--- config.mk ---
export PLATFORM = sky130hd
export DESIGN_NAME = animation_frame_timeline
export DESIGN_NICKNAME = d
export VERILOG_FILES = /design/src/sv/aft_pkg.sv /design/src/sv/aft_rem_cell.sv /design/src/sv/aft_divider.sv /design/src/sv/aft_run_table.sv /design/src/sv/animation_frame_timeline.sv
export SDC_FILE = /design/constraint.sdc
export NUM_CORES = 2
export LEC_CHECK = 0
export BUFFER_PORTS_ARGS = -buffer_cell sky130_fd_sc_hd__buf_2
export CORE_ASPECT_RATIO = 1.2
export CORE_MARGIN = 5
export CORE_UTILIZATION = 38
export DETAILED_ROUTE_END_ITERATION = 8
export PLACE_DENSITY = 0.6
export REMOVE_ABC_BUFFERS = 1
export SLEW_MARGIN = 20
export SYNTH_ARGS = -nofsm -noshare
export SYNTH_HDL_FRONTEND = slang
export SYNTH_HIERARCHICAL = 1
export SYNTH_SLANG_ARGS = --single-unit
--- constraint.sdc ---
create_clock -name clk -period 13.07 [get_ports clk]
set_input_delay 0.6535 -clock clk [delete_from_list [all_inputs] [get_ports clk]]
set_output_delay 0.6535 -clock clk [all_outputs]
set_load 0.02 [all_outputs]
--- src/sv/aft_pkg.sv ---
// shared types and constants for the animation frame timeline
// no dependencies; used by every module of the block by scoped names

package aft_pkg;

    // field and register widths
    localparam int DELTA_W    = 32;
    localparam int DUR_W      = 16;
    localparam int FRAME_W    = 8;
    localparam int COUNT_W    = 7;
    localparam int RUN_IDX_W  = 6;
    localparam int CFG_IDX_W  = 2;
    localparam int CFG_DATA_W = 16;

    // datapath widths
    localparam int PERIOD_W = 21;               // period and elapsed time in ms
    localparam int REM_W    = PERIOD_W + 1;     // shifted partial remainder
    localparam int SUM_W    = 33;               // elapsed plus delta
    localparam int TICK_W   = 17;               // tick of a wrapped time
    localparam int Y_W      = 22;               // duration * 50 + 2
    localparam int Z_W      = 22;               // elapsed * 3
    localparam int ENTRY_W  = DUR_W + FRAME_W;  // one run table word

    // ceil(duration * 1000 / 60) = (duration * 50 + 2) / 3, done by reciprocal
    localparam logic [Y_W-1:0] CEIL_BIAS   = 22'd2;
    localparam int             DIV3_MUL_W  = 24;
    localparam logic [DIV3_MUL_W-1:0] DIV3_MUL = 24'd11184811;
    localparam int             DIV3_SHIFT  = 25;
    localparam logic [PERIOD_W-1:0] HOLD_MS = 21'd2000;

    // tick = elapsed * 60 / 1000 = (elapsed * 3) / 50, done by reciprocal
    localparam int              DIV50_MUL_W = 23;
    localparam logic [DIV50_MUL_W-1:0] DIV50_MUL = 23'd5368710;
    localparam int              DIV50_SHIFT = 28;

    // configuration register indexes
    typedef enum logic [CFG_IDX_W-1:0] {
        CFG_ANIM_VALID = 2'd0,
        CFG_RUN_COUNT  = 2'd1,
        CFG_DURATION   = 2'd2
    } cfg_index_t;

    // item kinds
    typedef enum logic {
        ACT_ADVANCE = 1'b0,
        ACT_LOAD    = 1'b1
    } action_t;

    // controls broadcast to every remainder cell
    typedef struct packed {
        logic clr;   // clear the stored bit
        logic step;  // do one restoring step
        logic take;  // the trial subtraction did not borrow
    } cell_ctrl_t;

endpackage

--- src/sv/aft_rem_cell.sv ---
// one bit slice of the restoring remainder chain
// depends on aft_pkg for the control struct

module aft_rem_cell (
    input  logic                clk,
    input  aft_pkg::cell_ctrl_t ctrl,
    input  logic                shift_in,
    input  logic                div_bit,
    input  logic                borrow_in,
    output logic                rem_bit,
    output logic                borrow_out
);

    logic rem_reg;
    logic rem_next;
    logic diff_bit;

    // trial subtraction slice, borrow ripples to the upper neighbor
    assign diff_bit   = shift_in ^ div_bit ^ borrow_in;
    assign borrow_out = (~shift_in & div_bit) | (~(shift_in ^ div_bit) & borrow_in);

    // keep the difference or the shifted bit
    always_comb
    begin
        rem_next = rem_reg;
        if (ctrl.clr)
        begin
            rem_next = 1'b0;
        end
        else if (ctrl.step)
        begin
            rem_next = ctrl.take ? diff_bit : shift_in;
        end
    end

    always_ff @(posedge clk)
    begin
        rem_reg <= rem_next;
    end

    assign rem_bit = rem_reg;

endmodule

--- src/sv/aft_divider.sv ---
// serial remainder unit: a chain of bit cells, one dividend bit per cycle
// depends on aft_pkg and aft_rem_cell

module aft_divider (
    input  logic                          clk,
    input  logic                          rst_n,
    input  logic                          start,
    input  logic [aft_pkg::SUM_W-1:0]     dividend,
    input  logic [aft_pkg::PERIOD_W-1:0]  divisor,
    output logic                          busy,
    output logic [aft_pkg::PERIOD_W-1:0]  rem
);

    localparam int CNT_W = $clog2(aft_pkg::SUM_W + 1);

    logic [CNT_W-1:0]              cnt_reg;
    logic [CNT_W-1:0]              cnt_next;
    logic                          busy_reg;
    logic                          busy_next;
    logic [aft_pkg::SUM_W-1:0]     dvd_reg;
    logic [aft_pkg::SUM_W-1:0]     dvd_next;
    logic [aft_pkg::REM_W-1:0]     rem_bits;
    logic [aft_pkg::REM_W-1:0]     div_ext;
    logic [aft_pkg::REM_W:0]       borrow;
    aft_pkg::cell_ctrl_t           ctrl;

    assign div_ext   = {1'b0, divisor};
    assign borrow[0] = 1'b0;

    // broadcast controls
    always_comb
    begin
        ctrl.clr  = start;
        ctrl.step = busy_reg;
        ctrl.take = ~borrow[aft_pkg::REM_W];
    end

    // row of remainder cells, the dividend enters at the bottom
    for (genvar i = 0; i < aft_pkg::REM_W; i++)
    begin : g_cell
        logic sin;
        if (i == 0)
        begin : g_first
            assign sin = dvd_reg[aft_pkg::SUM_W-1];
        end
        else
        begin : g_rest
            assign sin = rem_bits[i-1];
        end
        aft_rem_cell u_cell (
            .clk        (clk),
            .ctrl       (ctrl),
            .shift_in   (sin),
            .div_bit    (div_ext[i]),
            .borrow_in  (borrow[i]),
            .rem_bit    (rem_bits[i]),
            .borrow_out (borrow[i+1])
        );
    end

    // step counter and dividend shifter
    always_comb
    begin
        cnt_next  = cnt_reg;
        busy_next = busy_reg;
        dvd_next  = dvd_reg;
        if (start)
        begin
            cnt_next  = CNT_W'(aft_pkg::SUM_W);
            busy_next = 1'b1;
            dvd_next  = dividend;
        end
        else if (busy_reg)
        begin
            cnt_next = cnt_reg - 1'b1;
            dvd_next = {dvd_reg[aft_pkg::SUM_W-2:0], 1'b0};
            if (cnt_reg == CNT_W'(1))
            begin
                busy_next = 1'b0;
            end
        end
    end

    always_ff @(posedge clk or negedge rst_n)
    begin
        if (!rst_n)
        begin
            cnt_reg  <= '0;
            busy_reg <= 1'b0;
        end
        else
        begin
            cnt_reg  <= cnt_next;
            busy_reg <= busy_next;
        end
    end

    always_ff @(posedge clk)
    begin
        dvd_reg <= dvd_next;
    end

    assign busy = busy_reg;
    assign rem  = rem_bits[aft_pkg::PERIOD_W-1:0];

endmodule

--- src/sv/aft_run_table.sv ---
// run table memory: end tick and frame per entry, registered read
// depends on aft_pkg for the entry width

module aft_run_table #(
    parameter int DEPTH  = 64,
    parameter int ADDR_W = 6
) (
    input  logic                        clk,
    input  logic                        we,
    input  logic [ADDR_W-1:0]           waddr,
    input  logic [aft_pkg::ENTRY_W-1:0] wdata,
    input  logic                        re,
    input  logic [ADDR_W-1:0]           raddr,
    output logic [aft_pkg::ENTRY_W-1:0] rdata
);

    logic [aft_pkg::ENTRY_W-1:0] mem [DEPTH];
    logic [aft_pkg::ENTRY_W-1:0] rdata_reg;

    // write port
    always_ff @(posedge clk)
    begin
        if (we)
        begin
            mem[waddr] <= wdata;
        end
    end

    // read port
    always_ff @(posedge clk)
    begin
        if (re)
        begin
            rdata_reg <= mem[raddr];
        end
    end

    assign rdata = rdata_reg;

endmodule

--- src/sv/animation_frame_timeline.sv ---
// top level of the animation frame timeline
// depends on aft_pkg, aft_divider (with aft_rem_cell) and aft_run_table

// One item at a time. A load item, or an advance while no animation is
// loaded, goes straight to the done state and puts its result in the
// output register once that register is free. An advance first forms the
// period, then wraps the elapsed time in the serial remainder chain (one
// dividend bit per cycle over 33 bits), converts it to a tick, checks the
// hold and registers the result. When the tick is below the duration, a
// binary search comes before the result: each probe reads the run table's
// registered read port and then compares (up to seven probes for 64 runs),
// a last search step closes it, and one read fetches the chosen frame when
// a run covers the tick. The next item can be taken from the cycle in which
// a result sits in the output register, whether or not it has been taken
// yet; a result that cannot enter the output register holds its item until
// the register frees up. There is no clearing pass; run entries read before
// they are written return garbage.
module animation_frame_timeline #(
    parameter int MAX_RUNS = 64
) (
    input  logic                              clk,
    input  logic                              rst_n,
    // input items
    input  logic                              in_valid,
    output logic                              in_ready,
    input  logic                              action,
    input  logic [aft_pkg::DELTA_W-1:0]       advance_ms,
    input  logic [aft_pkg::RUN_IDX_W-1:0]     run_index,
    input  logic [aft_pkg::DUR_W-1:0]         run_end_tick,
    input  logic [aft_pkg::FRAME_W-1:0]       run_frame,
    // results
    output logic                              out_valid,
    input  logic                              out_ready,
    output logic [aft_pkg::FRAME_W-1:0]       frame,
    output logic                              changed,
    output logic                              holding,
    // configuration writes
    input  logic                              cfg_valid,
    output logic                              cfg_ready,
    input  logic [aft_pkg::CFG_IDX_W-1:0]     cfg_index,
    input  logic [aft_pkg::CFG_DATA_W-1:0]    cfg_data
);

    localparam int ADDR_W = (MAX_RUNS > 1) ? $clog2(MAX_RUNS) : 1;
    localparam int CNT_W  = $clog2(MAX_RUNS + 1);

    typedef enum logic [8:0] {
        S_IDLE  = 9'b000000001,
        S_PER   = 9'b000000010,
        S_DIV   = 9'b000000100,
        S_TICK  = 9'b000001000,
        S_SETUP = 9'b000010000,
        S_SRCH  = 9'b000100000,
        S_CMP   = 9'b001000000,
        S_FRM   = 9'b010000000,
        S_DONE  = 9'b100000000
    } state_t;

    state_t                             state_reg, state_next;
    logic                               anim_valid_reg, anim_valid_next;
    logic [aft_pkg::COUNT_W-1:0]        run_count_reg, run_count_next;
    logic [aft_pkg::DUR_W-1:0]          duration_reg, duration_next;
    logic [aft_pkg::PERIOD_W-1:0]       elapsed_reg, elapsed_next;
    logic [aft_pkg::FRAME_W-1:0]        cur_frame_reg, cur_frame_next;
    logic [aft_pkg::Y_W-1:0]            y_reg, y_next;
    logic [aft_pkg::SUM_W-1:0]          sum_reg, sum_next;
    logic [aft_pkg::PERIOD_W-1:0]       period_reg, period_next;
    logic [aft_pkg::Z_W-1:0]            z_reg, z_next;
    logic [aft_pkg::TICK_W-1:0]         tick_reg, tick_next;
    logic [CNT_W-1:0]                   lo_reg, lo_next;
    logic [CNT_W-1:0]                   hi_reg, hi_next;
    logic [CNT_W-1:0]                   mid_reg, mid_next;
    logic [CNT_W-1:0]                   count_reg, count_next;
    logic [aft_pkg::FRAME_W-1:0]        next_frame_reg, next_frame_next;
    logic                               holding_reg, holding_next;
    logic                               out_valid_reg, out_valid_next;
    logic [aft_pkg::FRAME_W-1:0]        out_frame_reg, out_frame_next;
    logic                               out_changed_reg, out_changed_next;
    logic                               out_holding_reg, out_holding_next;

    logic                               in_xfer;
    logic                               div_start;
    logic                               div_busy;
    logic [aft_pkg::PERIOD_W-1:0]       div_rem;
    logic                               tbl_we;
    logic [ADDR_W-1:0]                  tbl_waddr;
    logic                               tbl_re;
    logic [ADDR_W-1:0]                  tbl_raddr;
    logic [aft_pkg::ENTRY_W-1:0]        tbl_rdata;
    logic [aft_pkg::DUR_W-1:0]          rd_end;
    logic [CNT_W-1:0]                   mid;
    logic [CNT_W-1:0]                   count_sat;
    logic [aft_pkg::Y_W+aft_pkg::DIV3_MUL_W-1:0]  per_prod;
    logic [aft_pkg::Z_W+aft_pkg::DIV50_MUL_W-1:0] tick_prod;

    assign in_ready  = (state_reg == S_IDLE);
    assign in_xfer   = in_valid && in_ready;
    assign cfg_ready = 1'b1;

    // reciprocal multipliers for the two constant divisions
    assign per_prod  = (aft_pkg::Y_W+aft_pkg::DIV3_MUL_W)'(y_reg)
                       * (aft_pkg::Y_W+aft_pkg::DIV3_MUL_W)'(aft_pkg::DIV3_MUL);
    assign tick_prod = (aft_pkg::Z_W+aft_pkg::DIV50_MUL_W)'(z_reg)
                       * (aft_pkg::Z_W+aft_pkg::DIV50_MUL_W)'(aft_pkg::DIV50_MUL);

    // run count saturated to the table depth
    assign count_sat = (32'(run_count_reg) > MAX_RUNS) ? CNT_W'(MAX_RUNS)
                                                       : CNT_W'(run_count_reg);

    // search probe point and table word split
    assign mid    = lo_reg + ((hi_reg - lo_reg) >> 1);
    assign rd_end = tbl_rdata[aft_pkg::ENTRY_W-1:aft_pkg::FRAME_W];

    // table write on a load transfer inside the table
    assign tbl_we    = in_xfer && (action == aft_pkg::ACT_LOAD)
                       && (32'(run_index) < MAX_RUNS);
    assign tbl_waddr = ADDR_W'(run_index);
    assign tbl_re    = (state_reg == S_SRCH);
    assign tbl_raddr = (lo_reg < hi_reg) ? mid[ADDR_W-1:0] : lo_reg[ADDR_W-1:0];

    assign div_start = (state_reg == S_PER);

    // configuration writes
    always_comb
    begin
        anim_valid_next = anim_valid_reg;
        run_count_next  = run_count_reg;
        duration_next   = duration_reg;
        if (cfg_valid && cfg_ready)
        begin
            case (cfg_index)
                aft_pkg::CFG_ANIM_VALID: anim_valid_next = cfg_data[0];
                aft_pkg::CFG_RUN_COUNT:  run_count_next  = cfg_data[aft_pkg::COUNT_W-1:0];
                aft_pkg::CFG_DURATION:   duration_next   = cfg_data[aft_pkg::DUR_W-1:0];
                default:                 ;
            endcase
        end
    end

    // sequencer
    always_comb
    begin
        state_next       = state_reg;
        elapsed_next     = elapsed_reg;
        cur_frame_next   = cur_frame_reg;
        y_next           = y_reg;
        sum_next         = sum_reg;
        period_next      = period_reg;
        z_next           = z_reg;
        tick_next        = tick_reg;
        lo_next          = lo_reg;
        hi_next          = hi_reg;
        mid_next         = mid_reg;
        count_next       = count_reg;
        next_frame_next  = next_frame_reg;
        holding_next     = holding_reg;
        out_valid_next   = out_valid_reg && !out_ready;
        out_frame_next   = out_frame_reg;
        out_changed_next = out_changed_reg;
        out_holding_next = out_holding_reg;

        case (state_reg)
            S_IDLE:
            begin
                if (in_xfer)
                begin
                    holding_next    = 1'b0;
                    next_frame_next = cur_frame_reg;
                    y_next   = {duration_reg, 6'b0} - {2'b0, duration_reg, 4'b0}
                               + {5'b0, duration_reg, 1'b0} + aft_pkg::CEIL_BIAS;
                    sum_next = aft_pkg::SUM_W'(elapsed_reg) + aft_pkg::SUM_W'(advance_ms);
                    if ((action == aft_pkg::ACT_ADVANCE) && anim_valid_reg)
                    begin
                        state_next = S_PER;
                    end
                    else
                    begin
                        state_next = S_DONE;
                    end
                end
            end
            S_PER:
            begin
                // period in ms, the remainder chain starts on the same edge
                period_next = aft_pkg::PERIOD_W'(per_prod >> aft_pkg::DIV3_SHIFT)
                              + aft_pkg::HOLD_MS;
                state_next  = S_DIV;
            end
            S_DIV:
            begin
                if (!div_busy)
                begin
                    elapsed_next = div_rem;
                    z_next       = {1'b0, div_rem} + {div_rem, 1'b0};
                    state_next   = S_TICK;
                end
            end
            S_TICK:
            begin
                tick_next  = aft_pkg::TICK_W'(tick_prod >> aft_pkg::DIV50_SHIFT);
                state_next = S_SETUP;
            end
            S_SETUP:
            begin
                if (tick_reg >= aft_pkg::TICK_W'(duration_reg))
                begin
                    holding_next    = 1'b1;
                    next_frame_next = '0;
                    state_next      = S_DONE;
                end
                else
                begin
                    lo_next    = '0;
                    hi_next    = count_sat;
                    count_next = count_sat;
                    state_next = S_SRCH;
                end
            end
            S_SRCH:
            begin
                if (lo_reg < hi_reg)
                begin
                    mid_next   = mid;
                    state_next = S_CMP;
                end
                else if (lo_reg >= count_reg)
                begin
                    next_frame_next = '0;
                    state_next      = S_DONE;
                end
                else
                begin
                    state_next = S_FRM;
                end
            end
            S_CMP:
            begin
                if (tick_reg < aft_pkg::TICK_W'(rd_end))
                begin
                    hi_next = mid_reg;
                end
                else
                begin
                    lo_next = mid_reg + 1'b1;
                end
                state_next = S_SRCH;
            end
            S_FRM:
            begin
                next_frame_next = tbl_rdata[aft_pkg::FRAME_W-1:0];
                state_next      = S_DONE;
            end
            S_DONE:
            begin
                // wait for a free output register
                if (!out_valid_reg || out_ready)
                begin
                    out_valid_next   = 1'b1;
                    out_frame_next   = next_frame_reg;
                    out_changed_next = (next_frame_reg != cur_frame_reg);
                    out_holding_next = holding_reg;
                    cur_frame_next   = next_frame_reg;
                    state_next       = S_IDLE;
                end
            end
            default:
            begin
                state_next = S_IDLE;
            end
        endcase
    end

    // control and state registers
    always_ff @(posedge clk or negedge rst_n)
    begin
        if (!rst_n)
        begin
            state_reg      <= S_IDLE;
            anim_valid_reg <= 1'b0;
            run_count_reg  <= '0;
            duration_reg   <= '0;
            elapsed_reg    <= '0;
            cur_frame_reg  <= '0;
            out_valid_reg  <= 1'b0;
        end
        else
        begin
            state_reg      <= state_next;
            anim_valid_reg <= anim_valid_next;
            run_count_reg  <= run_count_next;
            duration_reg   <= duration_next;
            elapsed_reg    <= elapsed_next;
            cur_frame_reg  <= cur_frame_next;
            out_valid_reg  <= out_valid_next;
        end
    end

    // datapath registers
    always_ff @(posedge clk)
    begin
        y_reg           <= y_next;
        sum_reg         <= sum_next;
        period_reg      <= period_next;
        z_reg           <= z_next;
        tick_reg        <= tick_next;
        lo_reg          <= lo_next;
        hi_reg          <= hi_next;
        mid_reg         <= mid_next;
        count_reg       <= count_next;
        next_frame_reg  <= next_frame_next;
        holding_reg     <= holding_next;
        out_frame_reg   <= out_frame_next;
        out_changed_reg <= out_changed_next;
        out_holding_reg <= out_holding_next;
    end

    // elapsed time wrap
    aft_divider u_div (
        .clk      (clk),
        .rst_n    (rst_n),
        .start    (div_start),
        .dividend (sum_reg),
        .divisor  (period_reg),
        .busy     (div_busy),
        .rem      (div_rem)
    );

    // run entries
    aft_run_table #(
        .DEPTH  (MAX_RUNS),
        .ADDR_W (ADDR_W)
    ) u_table (
        .clk   (clk),
        .we    (tbl_we),
        .waddr (tbl_waddr),
        .wdata ({run_end_tick, run_frame}),
        .re    (tbl_re),
        .raddr (tbl_raddr),
        .rdata (tbl_rdata)
    );

    assign out_valid = out_valid_reg;
    assign frame     = out_frame_reg;
    assign changed   = out_changed_reg;
    assign holding   = out_holding_reg;

    // an accepted item always leaves idle
    a_xfer_leaves_idle: assert property (@(posedge clk) disable iff (!rst_n)
        in_xfer |=> (state_reg != S_IDLE))
        else $error("accepted item did not start work");

    // the remainder chain only runs while the sequencer waits on it
    a_div_owned: assert property (@(posedge clk) disable iff (!rst_n)
        div_busy |-> (state_reg == S_DIV))
        else $error("divider busy outside its wait state");

    // search window never inverts
    a_search_window: assert property (@(posedge clk) disable iff (!rst_n)
        (state_reg == S_SRCH) |-> (lo_reg <= hi_reg))
        else $error("binary search bounds crossed");

    // a hold result always shows frame zero
    a_hold_frame: assert property (@(posedge clk) disable iff (!rst_n)
        (out_valid && holding) |-> (frame == '0))
        else $error("hold result with a nonzero frame");

endmodule
# [After elaboration in Yosys (flattened, before gate mapping)]
# Memories as Yosys holds them, arrays and structs flattened. A register that Yosys moved wholly into a read port is not among the register bits.
# Index checks and enable logic that the tools add are counted.
[classes] n_reduce_logical=25 n_eq_ne=22 mul=2 mux=56 addsub=10 n_bitwise=148 n_lt_le_gt_ge=5
[op_table] op="$pmux W9 S9" count=1
[op_table] op="$mux W33" count=2
[op_table] op="$mux W9" count=7
[op_table] op="$mul A22 B24 Y46 const B" count=1
[op_table] op="$not A1 Y1" count=45
[op_table] op="$mul A22 B22 Y44 const B" count=1
[op_table] op="$and A1 B1 Y1" count=42
[op_table] op="$xor A1 B1 Y1" count=41
[op_table] op="$mux W7" count=5
[op_table] op="$add A21 B32 Y33" count=1
[op_table] op="$mux W8" count=4
[op_table] op="$pmux W8 S4" count=1
[op_table] op="$mux W1" count=30
[op_table] op="$pmux W7 S2" count=2
[op_table] op="$add A21 B22 Y22" count=1
[op_table] op="$add A22 B17 Y22" count=1
[op_table] op="$add A22 B2 Y22 const B" count=1
[op_table] op="$sub A22 B20 Y22" count=1
[op_table] op="$add A21 B11 Y21 const B" count=1
[op_table] op="$or A1 B1 Y1" count=20
[op_table] op="$mux W6" count=3
[op_table] op="$ge A17 B16 Y1" count=1
[op_table] op="$lt A17 B16 Y1" count=1
[op_table] op="$reduce_and A2 Y1" count=8
[op_table] op="31 further kinds" count=47
[word_totals] in_bits=86 mem_bits_rw=1536 output_inout_bits=13 n_memories=1 ff_bits=286
[mem_list] name="u_table.mem" depth=64 width=24 rd=1 rd_clocked_by_memory_dff=1 wr=1 line_no="aft_run_table.sv:17" rtl="logic [aft_pkg::ENTRY_W-1:0] mem [DEPTH];"

# [Longest topological paths before layout]
[depth] depth_word=44 depth_mapped=69

# [Hierarchy]
# Netlist, hierarchy kept.
[by_module_without_submodules] module="aft_run_table" cells_per_inst=2610 seq_area_each_um2=46844.9 n_inst=1 area_per_inst_um2=59535.8
[by_module_without_submodules] module="animation_frame_timeline" cells_per_inst=2412 seq_area_each_um2=6412.4 n_inst=1 area_per_inst_um2=27027.2
[by_module_without_submodules] module="aft_divider" cells_per_inst=125 seq_area_each_um2=1166.1 n_inst=1 area_per_inst_um2=1883.1
[by_module_without_submodules] module="aft_rem_cell" cells_per_inst=8 seq_area_each_um2=20.0 n_inst=22 area_per_inst_um2=77.6

# [Worst setup path after synthesis]
# No wires, ideal clock.
[synth_path] kind="register to register" from="register u_div/dvd_reg[32] in the netlist's numbering" to="register u_div.g_cell[0].u_cell.rem_reg" path_slack_ns=2.206 synth_period_minus_slack_ns=10.864 stages_incl_launch_ff=69 t_arrival_ns=10.671 setup_time_ns=0.193 path_cell_list="edfxtp_1 fa_1 inv_1 inv_1 fa_1 inv_1 inv_1 fa_1 inv_1 inv_1 fa_1 inv_1 inv_1 fa_1 inv_1 inv_1 fa_1 inv_1 (+33 left out) inv_1 fa_1 inv_1 inv_1 fa_1 inv_1 inv_1 fa_1 inv_1 inv_1 fa_1 inv_1 inv_1 fa_1 inv_1 inv_1 mux2i_1 a211oi_2"
[synth_between] elab_chain_cells=44
[synth_rtl] element="start: declaration" line_no="aft_divider.sv:20" rtl="logic [aft_pkg::SUM_W-1:0] dvd_reg;"
[synth_rtl] element="start signal: assignment" line_no="aft_divider.sv:100" rtl="dvd_reg <= dvd_next;"
[synth_rtl] element="$not A1 Y1" line_no="aft_rem_cell.sv:20" rtl="assign borrow_out = (~shift_in & div_bit) | (~(shift_in ^ div_bit) & borrow_in);"
[synth_rtl] element="$and A1 B1 Y1" line_no="aft_rem_cell.sv:20"
[synth_rtl] element="named net u_div.borrow, one bit" line_no="aft_divider.sv:24" rtl="logic [aft_pkg::REM_W:0] borrow;"
[synth_rtl] element="$and A1 B1 Y1" line_no="aft_rem_cell.sv:20"
[synth_rtl] element="$or A1 B1 Y1" line_no="aft_rem_cell.sv:20"
[synth_rtl] element="named net u_div.borrow, one bit" line_no="aft_divider.sv:24"
[synth_rtl] element="$and A1 B1 Y1" line_no="aft_rem_cell.sv:20"
[synth_rtl] element="$or A1 B1 Y1" line_no="aft_rem_cell.sv:20"
[synth_rtl] element="named net u_div.borrow, one bit" line_no="aft_divider.sv:24"
[synth_rtl] element="(+2 left out)"
[synth_rtl] element="named net u_div.borrow, one bit" line_no="aft_divider.sv:24"
[synth_rtl] element="(+2 left out)"
[synth_rtl] element="named net u_div.borrow, one bit" line_no="aft_divider.sv:24"
[synth_rtl] element="(+2 left out)"
[synth_rtl] element="named net u_div.borrow, one bit" line_no="aft_divider.sv:24"
[synth_rtl] element="(+2 left out)"
[synth_rtl] element="named net u_div.borrow, one bit" line_no="aft_divider.sv:24"
[synth_rtl] element="(+2 left out)"
[synth_rtl] element="named net u_div.borrow, one bit" line_no="aft_divider.sv:24"
[synth_rtl] element="(+2 left out)"
[synth_rtl] element="named net u_div.borrow, one bit" line_no="aft_divider.sv:24"
[synth_rtl] element="(+2 left out)"
[synth_rtl] element="named net u_div.borrow, one bit" line_no="aft_divider.sv:24"
[synth_rtl] element="(+2 left out)"
[synth_rtl] element="named net u_div.borrow, one bit" line_no="aft_divider.sv:24"
[synth_rtl] element="(+2 left out)"
[synth_rtl] element="named net u_div.borrow, one bit" line_no="aft_divider.sv:24"
[synth_rtl] element="(+2 left out)"
[synth_rtl] element="named net u_div.borrow, one bit" line_no="aft_divider.sv:24"
[synth_rtl] element="(+2 left out)"
[synth_rtl] element="named net u_div.borrow, one bit" line_no="aft_divider.sv:24"
[synth_rtl] element="(+2 left out)"
[synth_rtl] element="named net u_div.borrow, one bit" line_no="aft_divider.sv:24"
[synth_rtl] element="(+2 left out)"
[synth_rtl] element="named net u_div.borrow, one bit" line_no="aft_divider.sv:24"
[synth_rtl] element="(+2 left out)"
[synth_rtl] element="named net u_div.borrow, one bit" line_no="aft_divider.sv:24"
[synth_rtl] element="(+2 left out)"
[synth_rtl] element="named net u_div.borrow, one bit" line_no="aft_divider.sv:24"
[synth_rtl] element="(+2 left out)"
[synth_rtl] element="named net u_div.borrow, one bit" line_no="aft_divider.sv:24"
[synth_rtl] element="(+1 left out)"
[synth_rtl] element="$or A1 B1 Y1" line_no="aft_rem_cell.sv:20"
[synth_rtl] element="named net u_div.borrow, one bit" line_no="aft_divider.sv:24"
[synth_rtl] element="$and A1 B1 Y1" line_no="aft_rem_cell.sv:20"
[synth_rtl] element="$or A1 B1 Y1" line_no="aft_rem_cell.sv:20"
[synth_rtl] element="named net u_div.borrow, one bit" line_no="aft_divider.sv:24"
[synth_rtl] element="$and A1 B1 Y1" line_no="aft_rem_cell.sv:20"
[synth_rtl] element="named net u_div.borrow, one bit" line_no="aft_divider.sv:24"
[synth_rtl] element="$mux W1" line_no="aft_rem_cell.sv:32" rtl="rem_next = ctrl.take ? diff_bit : shift_in;"
[synth_rtl] element="end signal: assignment" line_no="aft_rem_cell.sv:38" rtl="rem_reg <= rem_next;"
[synth_rtl] element="end: declaration" line_no="aft_rem_cell.sv:14" rtl="logic rem_reg;"
# The timed path passes the listed nets, and every way through them passes these cells.
# A chain may end at the register's enable or synchronous reset.

# [Worst setup path in the final report]
[layout_path] from="register u_div/dvd_reg[32] in the netlist's numbering" to="register u_div.g_cell[15].u_cell.rem_reg"
[layout_between] elab_chain_cells=44
[layout_rtl] element="$not A1 Y1" line_no="aft_rem_cell.sv:20"
[layout_rtl] element="$and A1 B1 Y1" line_no="aft_rem_cell.sv:20"
[layout_rtl] element="named net u_div.borrow, one bit" line_no="aft_divider.sv:24"
[layout_rtl] element="$and A1 B1 Y1" line_no="aft_rem_cell.sv:20"
[layout_rtl] element="$or A1 B1 Y1" line_no="aft_rem_cell.sv:20"
[layout_rtl] element="named net u_div.borrow, one bit" line_no="aft_divider.sv:24"
[layout_rtl] element="$and A1 B1 Y1" line_no="aft_rem_cell.sv:20"
[layout_rtl] element="$or A1 B1 Y1" line_no="aft_rem_cell.sv:20"
[layout_rtl] element="named net u_div.borrow, one bit" line_no="aft_divider.sv:24"
[layout_rtl] element="(+2 left out)"
[layout_rtl] element="named net u_div.borrow, one bit" line_no="aft_divider.sv:24"
[layout_rtl] element="(+2 left out)"
[layout_rtl] element="named net u_div.borrow, one bit" line_no="aft_divider.sv:24"
[layout_rtl] element="(+2 left out)"
[layout_rtl] element="named net u_div.borrow, one bit" line_no="aft_divider.sv:24"
[layout_rtl] element="(+2 left out)"
[layout_rtl] element="named net u_div.borrow, one bit" line_no="aft_divider.sv:24"
[layout_rtl] element="(+2 left out)"
[layout_rtl] element="named net u_div.borrow, one bit" line_no="aft_divider.sv:24"
[layout_rtl] element="(+2 left out)"
[layout_rtl] element="named net u_div.borrow, one bit" line_no="aft_divider.sv:24"
[layout_rtl] element="(+2 left out)"
[layout_rtl] element="named net u_div.borrow, one bit" line_no="aft_divider.sv:24"
[layout_rtl] element="(+2 left out)"
[layout_rtl] element="named net u_div.borrow, one bit" line_no="aft_divider.sv:24"
[layout_rtl] element="(+2 left out)"
[layout_rtl] element="named net u_div.borrow, one bit" line_no="aft_divider.sv:24"
[layout_rtl] element="(+2 left out)"
[layout_rtl] element="named net u_div.borrow, one bit" line_no="aft_divider.sv:24"
[layout_rtl] element="(+2 left out)"
[layout_rtl] element="named net u_div.borrow, one bit" line_no="aft_divider.sv:24"
[layout_rtl] element="(+2 left out)"
[layout_rtl] element="named net u_div.borrow, one bit" line_no="aft_divider.sv:24"
[layout_rtl] element="(+2 left out)"
[layout_rtl] element="named net u_div.borrow, one bit" line_no="aft_divider.sv:24"
[layout_rtl] element="(+2 left out)"
[layout_rtl] element="named net u_div.borrow, one bit" line_no="aft_divider.sv:24"
[layout_rtl] element="(+2 left out)"
[layout_rtl] element="named net u_div.borrow, one bit" line_no="aft_divider.sv:24"
[layout_rtl] element="(+2 left out)"
[layout_rtl] element="named net u_div.borrow, one bit" line_no="aft_divider.sv:24"
[layout_rtl] element="(+1 left out)"
[layout_rtl] element="$or A1 B1 Y1" line_no="aft_rem_cell.sv:20"
[layout_rtl] element="named net u_div.borrow, one bit" line_no="aft_divider.sv:24"
[layout_rtl] element="$and A1 B1 Y1" line_no="aft_rem_cell.sv:20"
[layout_rtl] element="$or A1 B1 Y1" line_no="aft_rem_cell.sv:20"
[layout_rtl] element="named net u_div.borrow, one bit" line_no="aft_divider.sv:24"
[layout_rtl] element="$and A1 B1 Y1" line_no="aft_rem_cell.sv:20"
[layout_rtl] element="named net u_div.borrow, one bit" line_no="aft_divider.sv:24"
[layout_rtl] element="$mux W1" line_no="aft_rem_cell.sv:32"
[layout_rtl] element="end signal: assignment" line_no="aft_rem_cell.sv:38"
[layout_rtl] element="end: declaration" line_no="aft_rem_cell.sv:14"
# The timed path passes the listed nets, and every way through them passes these cells.

==> results.toml <==
[timing]
min_period_over_period_pct = 92.3
worst_slack_ns = 1.00
fin_tns_setup_ns = 0
finalSetupViolCount = 0
rsz0062_at_grt = "no"
tightestPinTransition_ns = 1.05
hold_ws_ns = 0.124
relSlewSlack_pct = 29.4
drv_slew = 0
max_freq_mhz = 82.9
period_minus_slack_ns = 12.07
hold_viol = 0
clock_skew_ns = 0.0595

[clock_network]
cts_tree = "done"
post_cts_buffers = 0
cts.sinks = 1845
cts_buffers = 187
post_cts_resized = 0
clk_latency_ns = 0.83
clkTransAtPathRegs_ns = 0.07
cts_max_path_buffers = 3
clock_tree.htree_level_count = 4
root_buffer = "clkbuf_16"
hold_buffers = 0

[critical_path]
critPathMaxStageDelay_ns = 0.78
r2r_end = "u_div/g_cell[15].u_cell/rem_bit$_SDFFE_PP0P_"
r2r_cells = 68
endpoint_kind = "register"
reg2reg_slack_ns = 1.00
cp-start-kind = "register"
cpMostUsedCell = "inv_1"
worstSetupPathType = "reg2reg"
critPathRequiredTime_ns = 13.70
path_max_fanout = 21
r2r-start = "u_div/dvd_reg[32]$_DFFE_PP_"
cp_slowest_cell = "clkinv_1"
cp.arrival_ns = 12.70

[placed_design]
place_area_sq_um = 94700
post-dp-hpwl_um = 144000
place_ws_ns = 1.47
portBuffers = 97
globalplace.congestion = 0.817

[worst_hold_path]
hp-start = "cfg_data[1]"
hold_end = "run_count_reg[1]$_DFFE_PN0P_"
hold_path_class = "in2reg"
hold_depth = 2

[floorplan]
rows = 195
core_area_sq_um = 236000
start_util_pct = 38.2
fp.dieH_um = 543
die_x_um = 455
ios = 99
die_area_sq_um = 247000

[yosys]
syn_inst = 5319
syn_avg_cell_area_sq_um = 16.9
synthesis.area_sq_um = 90100
yosys_warnings = 6

[drt]
dr.pass1.iters = 6
highest_layer = "met4"
wl_per_cell_um = 24.2
wl_met2_um = 115000
vias = 46500
wirelength_um = 215000
drtIter0Drc = 3574
wl_met1_um = 83800
via_per_inst = 5.25
drc = 0
met3_length_um = 9190
postRouteAntennaNets = 0

[layout]
syn_to_final_growth_pct = 11.9
largest_reg_flops = 1536
fillCellCount = 21000
nets = 6497
final_area_sq_um = 101000
drive_gt1_share_pct = 19.5

[grt]
grt_max_degree = 135
antenna_found_initial = 13
grt_pass1_vias = 49700
grt-ovfl-total = 0
grtUsageTotal_pct = 17.5
grt_pass1_wl_um = 323000

[run_status]
status = "finished clean"

[flow_run]
max_cap_viol_count = 0
==> routing by layer <==
layer | global-route usage [%] | up-vias
met4 | 5.16 | 0
met5 | 0 | -
met3 | 2.41 | 311
li1 | - | 20700
met1 | 21.2 | 24400
met2 | 32.3 | 1082
==> worst max path at each step <==
stage                                            from                                           end  slack (ns)
after floorplan               lo_reg[1]$_SDFFCE_PN0P_                   u_table/rdata[10]$_DFFE_PP_      -43.27
after global placement    u_div/dvd_reg[32]$_DFFE_PP_   u_div/g_cell[0].u_cell/rem_bit$_SDFFE_PP0P_        1.44
after detailed placement  u_div/dvd_reg[32]$_DFFE_PP_   u_div/g_cell[8].u_cell/rem_bit$_SDFFE_PP0P_        1.47
after CTS                 u_div/dvd_reg[32]$_DFFE_PP_  u_div/g_cell[15].u_cell/rem_bit$_SDFFE_PP0P_        1.39
after global routing      u_div/dvd_reg[32]$_DFFE_PP_  u_div/g_cell[15].u_cell/rem_bit$_SDFFE_PP0P_        0.33
final                     u_div/dvd_reg[32]$_DFFE_PP_  u_div/g_cell[15].u_cell/rem_bit$_SDFFE_PP0P_        1.00
==> cell usage in the layout, fill, tap and decap left out, types with 86 or more instances in the layout <==
cell,count
mux2_2,143
edfxtp_1,1754
nor2_1,104
xnor2_1,92
buf_4,113
fa_1,343
mux2i_1,117
a21oi_1,117
clkbuf_16,192
inv_1,577
buf_2,86
ha_1,533
nand2_1,101
mux4_2,355
==> cell type report <==
class                   count  area, sq um  share of cell area (%)
flip-flops and latches   1845        54800                    54.4
multi-input cells        2716        32400                    32.1
clock buffers             226         4950                    4.91
well taps                3152         3940                    3.91
inverters                 581         2180                    2.17
repair buffers            204         1360                    1.35
clock inverters           115         1140                    1.13
diodes                     17         42.5                  0.0422
==> per-stage QoR <==
step | instances | util (%)
global route | 8849 | 42.8
floorplan | 5142 | -
detailed placement | 8497 | 40.2
finish | 8856 | 42.8
global placement | 8497 | 40.2
CTS | 8838 | 42.8
==> critical path, delay by kind of cell, from the launching register on <==
family,cells,cell delay (ns)
buf+inv,44,3.00
flops,1,0.42
compound gates,1,0.11
fa+ha+maj,22,7.85
mux,1,0.46
Power is not shown: default switching activity piles up to over one toggle a cycle in this logic, so the estimate is an artifact.
